$ cat config.mk
export PLATFORM = sky130hd
export DESIGN_NAME = ultrasonic_echo_ranger_top
export DESIGN_NICKNAME = d
export VERILOG_FILES = /design/src/rtl/uer_pkg.sv /design/src/rtl/uer_cfg.sv /design/src/rtl/uer_seq.sv /design/src/rtl/uer_conv.sv /design/src/rtl/ultrasonic_echo_ranger_top.sv
export SDC_FILE = /design/constraint.sdc
export NUM_CORES = 1
export LEC_CHECK = 0
export BUFFER_PORTS_ARGS = -buffer_cell sky130_fd_sc_hd__clkbuf_2
export CAP_MARGIN = 20
export CORE_AREA = 10 10 192 194
export DETAILED_ROUTE_END_ITERATION = 6
export DIE_AREA = 0 0 202 204
export HOLD_SLACK_MARGIN = 0.06
export PLACE_DENSITY = 0.77
export SLEW_MARGIN = 30
export SYNTH_ARGS = -nofsm -noshare
export SYNTH_HDL_FRONTEND = slang
export SYNTH_SLANG_ARGS = --single-unit
$ cat constraint.sdc
create_clock -name clk_i -period 8.7 [get_ports clk_i]
set_input_delay 0.435 -clock clk_i [delete_from_list [all_inputs] [get_ports clk_i]]
set_output_delay 0.435 -clock clk_i [all_outputs]
set_load 0.005 [all_outputs]
$ cat src/rtl/uer_pkg.sv
// Shared types and constants for the ultrasonic echo ranger.
// No dependencies; imported by uer_cfg, uer_seq, uer_conv and the top level.
package uer_pkg;

  localparam int unsigned AddrW = 4;
  localparam int unsigned DataW = 32;

  localparam int unsigned SettleW  = 16;
  localparam int unsigned PulseW   = 8;
  localparam int unsigned TimeoutW = 24;
  localparam int unsigned AttemptW = 4;
  localparam int unsigned TimerW   = 16;
  localparam int unsigned CountW   = 24;
  localparam int unsigned DistW    = 16;
  localparam int unsigned QuotW    = 23;   // (17*w + 500) / 8 below saturation
  localparam int unsigned RecipW   = 24;

  localparam logic [SettleW-1:0]  SettleRst  = 16'd10000;
  localparam logic [PulseW-1:0]   PulseRst   = 8'd10;
  localparam logic [TimeoutW-1:0] TimeoutRst = 24'd1000000;
  localparam logic [AttemptW-1:0] AttemptRst = 4'd10;

  localparam logic [CountW-1:0] CountMax = 24'hFFFFFF;

  // Widths at or above this give a distance of 65535 cm or more.
  localparam logic [CountW-1:0] SatWidth = 24'd3855030;

  // floor(y / 125) == (y * RecipMul) >> RecipShift for every y below 2**23.
  localparam logic [RecipW-1:0] RecipMul   = 24'd8589935;
  localparam int unsigned       RecipShift = 30;

  typedef enum logic [1:0] {
    REG_SETTLE  = 2'd0,
    REG_PULSE   = 2'd1,
    REG_TIMEOUT = 2'd2,
    REG_ATTEMPT = 2'd3
  } uer_reg_e;

  typedef struct packed {
    logic [SettleW-1:0]  settle_ticks;
    logic [PulseW-1:0]   pulse_ticks;
    logic [TimeoutW-1:0] timeout_ticks;
    logic [AttemptW-1:0] max_attempts;
  } uer_cfg_t;

  // Sequencer result, before the centimetre conversion.
  typedef struct packed {
    logic             trigger_level;
    logic             busy_res;
    logic             result_valid;
    logic             timed_out;
    logic             dist_sat;
    logic [QuotW-1:0] dist_quot;
  } uer_res_t;

endpackage

$ cat src/rtl/uer_cfg.sv
// APB-style register file for the echo ranger configuration.
// Depends on uer_pkg.
module uer_cfg (
  input  logic                      clk_i,
  input  logic                      rst_ni,
  input  logic                      psel,
  input  logic                      penable,
  input  logic                      pwrite,
  input  logic [uer_pkg::AddrW-1:0] paddr,
  input  logic [uer_pkg::DataW-1:0] pwdata,
  output logic [uer_pkg::DataW-1:0] prdata,
  output logic                      pready,
  output uer_pkg::uer_cfg_t         cfg_o
);
  import uer_pkg::*;

  uer_cfg_t cfg_q, cfg_d;
  uer_reg_e sel;
  logic     wr_en;

  assign sel    = uer_reg_e'(paddr[3:2]);
  assign wr_en  = psel && penable && pwrite;
  assign pready = 1'b1;
  assign cfg_o  = cfg_q;

  always_comb begin
    cfg_d = cfg_q;
    if (wr_en) begin
      unique case (sel)
        REG_SETTLE:  cfg_d.settle_ticks  = pwdata[SettleW-1:0];
        REG_PULSE:   cfg_d.pulse_ticks   = pwdata[PulseW-1:0];
        REG_TIMEOUT: cfg_d.timeout_ticks = pwdata[TimeoutW-1:0];
        REG_ATTEMPT: cfg_d.max_attempts  = pwdata[AttemptW-1:0];
      endcase
    end
  end

  always_comb begin
    unique case (sel)
      REG_SETTLE:  prdata = {{(DataW-SettleW){1'b0}}, cfg_q.settle_ticks};
      REG_PULSE:   prdata = {{(DataW-PulseW){1'b0}}, cfg_q.pulse_ticks};
      REG_TIMEOUT: prdata = {{(DataW-TimeoutW){1'b0}}, cfg_q.timeout_ticks};
      REG_ATTEMPT: prdata = {{(DataW-AttemptW){1'b0}}, cfg_q.max_attempts};
    endcase
  end

  always_ff @(posedge clk_i or negedge rst_ni) begin
    if (!rst_ni) begin
      cfg_q.settle_ticks  <= SettleRst;
      cfg_q.pulse_ticks   <= PulseRst;
      cfg_q.timeout_ticks <= TimeoutRst;
      cfg_q.max_attempts  <= AttemptRst;
    end else begin
      cfg_q <= cfg_d;
    end
  end

endmodule

$ cat src/rtl/uer_seq.sv
// Ranging sequencer: phase state machine, attempt counting and the first
// result register. Depends on uer_pkg.
module uer_seq (
  input  logic              clk_i,
  input  logic              rst_ni,
  input  uer_pkg::uer_cfg_t cfg_i,
  input  logic              in_valid_i,
  output logic              in_stall_o,
  input  logic              start_req_i,
  input  logic              echo_level_i,
  input  logic              take_i,
  output logic              res_valid_o,
  output uer_pkg::uer_res_t res_o
);
  import uer_pkg::*;

  typedef enum logic [2:0] {
    PH_IDLE   = 3'd0,
    PH_SETTLE = 3'd1,
    PH_PULSE  = 3'd2,
    PH_RISE   = 3'd3,
    PH_FALL   = 3'd4
  } phase_e;

  phase_e              phase_q, phase_d;
  logic [TimerW-1:0]   timer_q, timer_d, timer_inc;
  logic [CountW-1:0]   elapsed_q, elapsed_d, elapsed_inc;
  logic [CountW-1:0]   width_q, width_d, width_inc;
  logic [AttemptW-1:0] att_q, att_d, att_inc;
  logic                res_valid_q;
  uer_res_t            res_q, res_d;
  logic                accept;
  logic                fail;
  logic [28:0]         x17;

  assign accept      = in_valid_i && (!res_valid_q || take_i);
  assign in_stall_o  = res_valid_q && !take_i;
  assign res_valid_o = res_valid_q;
  assign res_o       = res_q;

  assign timer_inc   = timer_q + TimerW'(1);
  assign elapsed_inc = (elapsed_q == CountMax) ? elapsed_q : elapsed_q + CountW'(1);
  assign width_inc   = (width_q == CountMax) ? width_q : width_q + CountW'(1);
  assign att_inc     = att_q + AttemptW'(1);

  // 17*w + 500, divided by 8 at the use; only meaningful below saturation
  assign x17 = {1'b0, width_q, 4'b0000} + {5'b00000, width_q} + 29'd500;

  always_comb begin
    phase_d   = phase_q;
    timer_d   = timer_q;
    elapsed_d = elapsed_q;
    width_d   = width_q;
    att_d     = att_q;
    fail      = 1'b0;
    res_d     = '0;

    unique case (phase_q)
      PH_SETTLE: begin
        timer_d = timer_inc;
        if (timer_inc >= cfg_i.settle_ticks || timer_inc == '0) begin
          phase_d = PH_PULSE;
          timer_d = '0;
        end
      end
      PH_PULSE: begin
        res_d.trigger_level = 1'b1;
        timer_d = timer_inc;
        if (timer_inc >= {{(TimerW-PulseW){1'b0}}, cfg_i.pulse_ticks} || timer_inc == '0) begin
          phase_d   = PH_RISE;
          timer_d   = '0;
          elapsed_d = '0;
          width_d   = '0;
        end
      end
      PH_RISE: begin
        elapsed_d = elapsed_inc;
        if (echo_level_i) begin
          phase_d = PH_FALL;
          width_d = CountW'(1);
        end else if (elapsed_inc >= cfg_i.timeout_ticks) begin
          fail = 1'b1;
        end
      end
      PH_FALL: begin
        elapsed_d = elapsed_inc;
        if (echo_level_i) begin
          width_d = width_inc;
          if (elapsed_inc >= cfg_i.timeout_ticks) begin
            fail = 1'b1;
          end
        end else begin
          res_d.result_valid = 1'b1;
          res_d.dist_sat     = (width_q >= SatWidth);
          res_d.dist_quot    = x17[25:3];
          phase_d            = PH_IDLE;
        end
      end
      default: begin
        phase_d = PH_IDLE;
        if (start_req_i) begin
          phase_d = PH_SETTLE;
          timer_d = '0;
          att_d   = '0;
        end
      end
    endcase

    if (fail) begin
      att_d = att_inc;
      if (att_inc >= cfg_i.max_attempts || att_inc == '0) begin
        res_d.timed_out = 1'b1;
        phase_d         = PH_IDLE;
      end else begin
        phase_d = PH_SETTLE;
        timer_d = '0;
      end
    end

    res_d.busy_res = (phase_d != PH_IDLE);
  end

  always_ff @(posedge clk_i or negedge rst_ni) begin
    if (!rst_ni) begin
      phase_q     <= PH_IDLE;
      timer_q     <= '0;
      elapsed_q   <= '0;
      width_q     <= '0;
      att_q       <= '0;
      res_valid_q <= 1'b0;
      res_q       <= '0;
    end else begin
      if (accept) begin
        phase_q     <= phase_d;
        timer_q     <= timer_d;
        elapsed_q   <= elapsed_d;
        width_q     <= width_d;
        att_q       <= att_d;
        res_q       <= res_d;
        res_valid_q <= 1'b1;
      end else if (take_i) begin
        res_valid_q <= 1'b0;
      end
    end
  end

endmodule

$ cat src/rtl/uer_conv.sv
// Centimetre conversion and output register of the echo ranger.
// Depends on uer_pkg.
module uer_conv (
  input  logic              clk_i,
  input  logic              rst_ni,
  input  logic              res_valid_i,
  input  uer_pkg::uer_res_t res_i,
  output logic              take_o,
  output logic              out_valid_o,
  input  logic              out_stall_i,
  output logic              trigger_level_o,
  output logic              busy_res_o,
  output logic              result_valid_o,
  output logic              timed_out_o,
  output logic [15:0]       distance_cm_o
);
  import uer_pkg::*;

  localparam int unsigned ProdW = QuotW + RecipW;

  logic             valid_q;
  logic             trig_q, busy_q, rv_q, tout_q;
  logic [DistW-1:0] dist_q, dist_d;
  logic [ProdW-1:0] prod;

  assign take_o = !valid_q || !out_stall_i;

  // floor(q / 125) by reciprocal multiply
  assign prod = {{RecipW{1'b0}}, res_i.dist_quot} * {{QuotW{1'b0}}, RecipMul};

  always_comb begin
    if (!res_i.result_valid) begin
      dist_d = '0;
    end else if (res_i.dist_sat) begin
      dist_d = '1;
    end else begin
      dist_d = prod[RecipShift+DistW-1:RecipShift];
    end
  end

  always_ff @(posedge clk_i or negedge rst_ni) begin
    if (!rst_ni) begin
      valid_q <= 1'b0;
      trig_q  <= 1'b0;
      busy_q  <= 1'b0;
      rv_q    <= 1'b0;
      tout_q  <= 1'b0;
      dist_q  <= '0;
    end else if (take_o) begin
      valid_q <= res_valid_i;
      if (res_valid_i) begin
        trig_q <= res_i.trigger_level;
        busy_q <= res_i.busy_res;
        rv_q   <= res_i.result_valid;
        tout_q <= res_i.timed_out;
        dist_q <= dist_d;
      end
    end
  end

  assign out_valid_o     = valid_q;
  assign trigger_level_o = trig_q;
  assign busy_res_o      = busy_q;
  assign result_valid_o  = rv_q;
  assign timed_out_o     = tout_q;
  assign distance_cm_o   = dist_q;

endmodule

$ cat src/rtl/ultrasonic_echo_ranger_top.sv
// Top level of the ultrasonic echo ranger: register file, sequencer and
// distance conversion. Depends on uer_pkg, uer_cfg, uer_seq and uer_conv.
//
//   Channel  | Handshake                | Payload
//   ---------+--------------------------+------------------------------------------
//   in       | in_valid_i / in_stall_o  | start_req_i, echo_level_i (one us tick)
//   out      | out_valid_o / out_stall_i| trigger_level_o, busy_res_o,
//            |                          | result_valid_o, timed_out_o, distance_cm_o
//   cfg      | APB psel/penable/pwrite  | paddr (4*index), pwdata, prdata
//
// One tick item is accepted per cycle while in_stall_o is low; each accepted
// item yields one result item, held first in the sequencer register and then
// in the conversion/output register.
// Reset (rst_ni low) returns to idle with the documented register defaults.
// A stall on a valid output holds the output register and a full sequencer
// register; the input stalls only when that register is full and cannot move on.
module ultrasonic_echo_ranger_top (
  input  logic                      clk_i,
  input  logic                      rst_ni,
  // tick input
  input  logic                      in_valid_i,
  output logic                      in_stall_o,
  input  logic                      start_req_i,
  input  logic                      echo_level_i,
  // result output
  output logic                      out_valid_o,
  input  logic                      out_stall_i,
  output logic                      trigger_level_o,
  output logic                      busy_res_o,
  output logic                      result_valid_o,
  output logic                      timed_out_o,
  output logic [15:0]               distance_cm_o,
  // configuration
  input  logic                      psel,
  input  logic                      penable,
  input  logic                      pwrite,
  input  logic [uer_pkg::AddrW-1:0] paddr,
  input  logic [uer_pkg::DataW-1:0] pwdata,
  output logic [uer_pkg::DataW-1:0] prdata,
  output logic                      pready
);
  import uer_pkg::*;

  uer_cfg_t cfg;
  uer_res_t seq_res;
  logic     seq_valid;
  logic     take;

  // Hold the live configuration; writes apply at once.
  uer_cfg u_cfg (
    .clk_i   (clk_i),
    .rst_ni  (rst_ni),
    .psel    (psel),
    .penable (penable),
    .pwrite  (pwrite),
    .paddr   (paddr),
    .pwdata  (pwdata),
    .prdata  (prdata),
    .pready  (pready),
    .cfg_o   (cfg)
  );

  // Advance the phase machine by one tick for every accepted item.
  uer_seq u_seq (
    .clk_i        (clk_i),
    .rst_ni       (rst_ni),
    .cfg_i        (cfg),
    .in_valid_i   (in_valid_i),
    .in_stall_o   (in_stall_o),
    .start_req_i  (start_req_i),
    .echo_level_i (echo_level_i),
    .take_i       (take),
    .res_valid_o  (seq_valid),
    .res_o        (seq_res)
  );

  // Convert echo width to centimetres and drive the output register.
  uer_conv u_conv (
    .clk_i           (clk_i),
    .rst_ni          (rst_ni),
    .res_valid_i     (seq_valid),
    .res_i           (seq_res),
    .take_o          (take),
    .out_valid_o     (out_valid_o),
    .out_stall_i     (out_stall_i),
    .trigger_level_o (trigger_level_o),
    .busy_res_o      (busy_res_o),
    .result_valid_o  (result_valid_o),
    .timed_out_o     (timed_out_o),
    .distance_cm_o   (distance_cm_o)
  );

endmodule

==> key figures <==
Setup path
  • Worst Path Max Fanout: 8
  • WP data required: 9050 ps
  • Crit Path Class: register to register
  • Startpoint types: register
  • Reg2reg path depth: 20
  • Crit path capture type: register
  • Arrival @ worst endpoint: 7380 ps

Min path
  • Hold Path Cell Cnt: 3
  • Tightest Hold Check Type: primary input to register

CTS
  • H-tree levels: 4
  • Num CTS Buffers: 17
  • Max Root-Sink Buffers: 2
  • TritonCTS Sinks: 173
  • Clock Pin Slew Worst Setup and Hold Paths: approximately 80 ps
  • CTS tree: done
  • CTS Root Cell: clkbuf_16
  • Post-CTS setup buffer count: 0
  • Worst-skew pair later-pin latency: ~450 ps

Finish
  • Post-layout net count: 2783
  • Filler cells: between 2000 and 3000
  • Multi-input gate area: roughly 0.014 sq mm
  • Sequential cell area: around 0.0043 sq mm
  • Diode count: 0
  • Fraction of layout cells with a size suffix above 1: under 10%
  • Final instance area: 0.0213 sq mm
  • Final Util: ~64%
  • Area grow syn2layout: 7.11%

STA
  • Relative slew slack: around 38%
  • Worst-Margin Slew: around 930 ps
  • Final Slew Violations: 0
  • Final Hold Vio Count: 0
  • RSZ-0062 raised after global routing: false
  • Final period utilization: around 81%
  • Max Clk Rate: 142 MHz
  • Setup slack after layout: approximately 1700 ps
  • Fin Setup TNS: 0 ps
  • Fin crit period: around 7000 ps
  • Final setup fails: 0
  • Setup Skew: around 16 ps

Floorplan
  • Number of top-level pins: 100
  • FP Rows: between 60 and 70
  • Die Wd: roughly 200 microns
  • Starting density of the core: 60.0%
  • Placeable Area: about 0.033 sq mm
  • Die height: approximately 200 microns
  • Die Area: between 0.04 and 0.05 sq mm

GRT
  • Number of global-route vias before repair: 16236
  • Largest net degree at the start of global routing: 71
  • GRT Util Overall: 24.3%
  • GRT overflow: 0
  • Global-route wire length before repair: approximately 82000 microns
  • Initial antenna violation count: 2

Yosys
  • Cell taking the most area after synthesis: ha_1
  • Sequential-to-total area share from yosys stat: 21.9%
  • Post-synth top flop: dfrtp_1
  • Synth top area share: about a fifth
  • Top area cells in the synthesized netlist: ha_1, dfrtp_1, fa_1
  • Commonest cells in the netlist: inv_1, ha_1, o21ai_0, dfrtp_1, fa_1
  • Syn avg cell area: ~9 sq um
  • Most frequent cell after synthesis: inv_1
  • Cells after synthesis: between 2000 and 2500
  • Post-synth EDFFs: 0
  • Synthesis-stage register bit count: between 150 and 200
  • Synth warn: 0
  • Async S/R FF share, synth: between 90% and 100%
  • Mapped Area: 0.0199 sq mm
  • Yosys cell types: 80

Placed design
  • Final HPWL DP: roughly 40000 microns
  • Port Buf Inserts: 80
  • RePlAce Congestion: 0.950
  • Post-DP Area: between 0.02 and 0.025 sq mm
  • Place WS: ~1600 ps

Detailed routing
  • Top routing layer used: met5
  • Via-to-Cell Ratio: 5.85
  • Initial drt markers: 944
  • TritonRoute pass-1 iters: 5
  • Met3 routed WL: roughly 1900 microns
  • DR WL/cell: 18.2 microns
  • Post-Route M1 WL: 21200 microns
  • Post-route ant nets: 0
  • Via count: 15833
  • # DRC: 0
  • Final wirelength: 49300 microns
  • Met2 Wirelength: 24500 microns

Pwr
  • Pwr Total: between 0.003 and 0.004 W
  • Peak supply drop: approximately 0.00013 V
  • Lkg Pwr: between 10 and 15 nW
  • Pwr Density: about 140 mW/mm^2

Run
  • Max_cap viols: 0

Status
  • Status: finished clean
through the flow:
step / hold WS [ps] / std cells
after floorplan: 139 / 2200
after global placement: 385 / 2673
after detailed placement: 392 / 2673
after CTS: 178 / 2706
after global routing: 200 / 2706
final: 188 / 2706
repair_timing:
item / in CTS / in global routing
hold endpoints to repair: 41 / 0
hold buffers: 1 / 0
resized for setup: 0 / 0
final cells by class:
class / instances / share of cell area [%]
well taps: 448 / 2.63
repair buffers: 94 / 2.43
clock inverters: 9 / 0.647
multi-input cells: 1570 / 64.8
clock buffers: 23 / 2.20
inverters: 389 / 6.86
flip-flops and latches: 173 / 20.4
sequential cells by signal, summed over array words and instances (netlist names):
register / cells
u_cfg.cfg_o: 52
u_seq.res_o: 28
u_seq.elapsed_q: 24
u_seq.width_q: 24
u_conv.distance_cm_o: 16
u_seq.timer_q: 16
u_seq.att_q: 4
u_seq.phase_q: 3
u_conv.busy_res_o: 1
u_conv.out_valid_o: 1
u_conv.result_valid_o: 1
u_conv.timed_out_o: 1
u_conv.trigger_level_o: 1
u_seq.res_valid_o: 1
critical path, stage by stage, from the launching register on:
cell	delay [ps]
dfrtp_1	520
fa_1	620
inv_1	70
fa_1	520
inv_1	60
fa_1	530
fa_1	540
fa_1	560
inv_1	60
fa_1	530
inv_1	50
fa_1	490
ha_1	370
o21a_1	200
a21oi_1	130
o211ai_1	110
a31o_2	260
a221o_1	310
a41oi_1	450
o21ai_0	250
a221oi_1	320
cell families after synthesis:
logic type,count (synthesis),synth area share [%]
compound gates,497,15.5
fa+ha+maj,493,36.9
simple gates,467,11.6
buf+inv,457,8.93
flops,173,21.9
xor+xnor,70,3.08
mux,34,2.05
other cells,2,0.0378
layer usage:
metal  vias to the layer above  GRT usage [%]
met5                         -              0
met4                         4           9.85
met3                        95           3.01
met2                       395           42.1
met1                      7766           30.2
li1                       7573              -
report_power, final:
part / internal [W] / switching (W) / leakage (nW) / total (W)
combinational: 0.000476 / 0.000709 / 8.97 / 0.00119
clock: 0.000470 / 0.000338 / 0.292 / 0.000808
sequential: 0.000941 / 0.000149 / 2.26 / 0.00109
worst paths after layout:
path	endpoint	slack, ps	from
setup / recovery	u_conv.distance_cm_o[8]	1670	u_seq.res_o[20]
hold / removal	u_cfg.cfg_o[21]	190	pwdata[17]
setup reg to reg	u_conv.distance_cm_o[8]	1670	u_seq.res_o[20]
hold reg to reg	u_seq.res_o[24]	490	u_seq.res_o[24]
max in group asynchronous	u_seq.width_q[8]	6440	rst_ni
min in group asynchronous	u_seq.elapsed_q[17]	480	rst_ni
cells in the final DEF (no fill, tap or decap), drive strengths merged, types with 5 or more instances in the layout:
cell type | synthesis | layout
and3 | 18 | 18
or3 | 13 | 13
dfstp | 16 | 16
nand4 | 31 | 31
conb | 2 | 9
a221oi | 5 | 5
o31ai | 21 | 21
dfrtp | 157 | 157
a2111oi | 7 | 7
clkbuf | 48 | 102
a31oi | 19 | 19
a21o | 47 | 47
buf | 20 | 14
xor2 | 31 | 31
o211ai | 5 | 5
nor3 | 39 | 39
nor2b | 11 | 11
o21bai | 8 | 8
xnor2 | 39 | 39
a21oi | 113 | 113
nand2 | 150 | 150
nor2 | 87 | 87
nand2b | 14 | 14
o21a | 10 | 10
nor4 | 5 | 5
mux2i | 17 | 17
or2 | 8 | 8
o21ai | 177 | 177
ha | 338 | 338
and2 | 17 | 17
mux2 | 13 | 13
nand3b | 8 | 8
fa | 155 | 155
inv | 389 | 391
o41ai | 7 | 7
a211oi | 23 | 23
nand3 | 42 | 42
o22ai | 14 | 14
and4 | 7 | 7
Note: power is estimated with default switching activity, not from simulation.
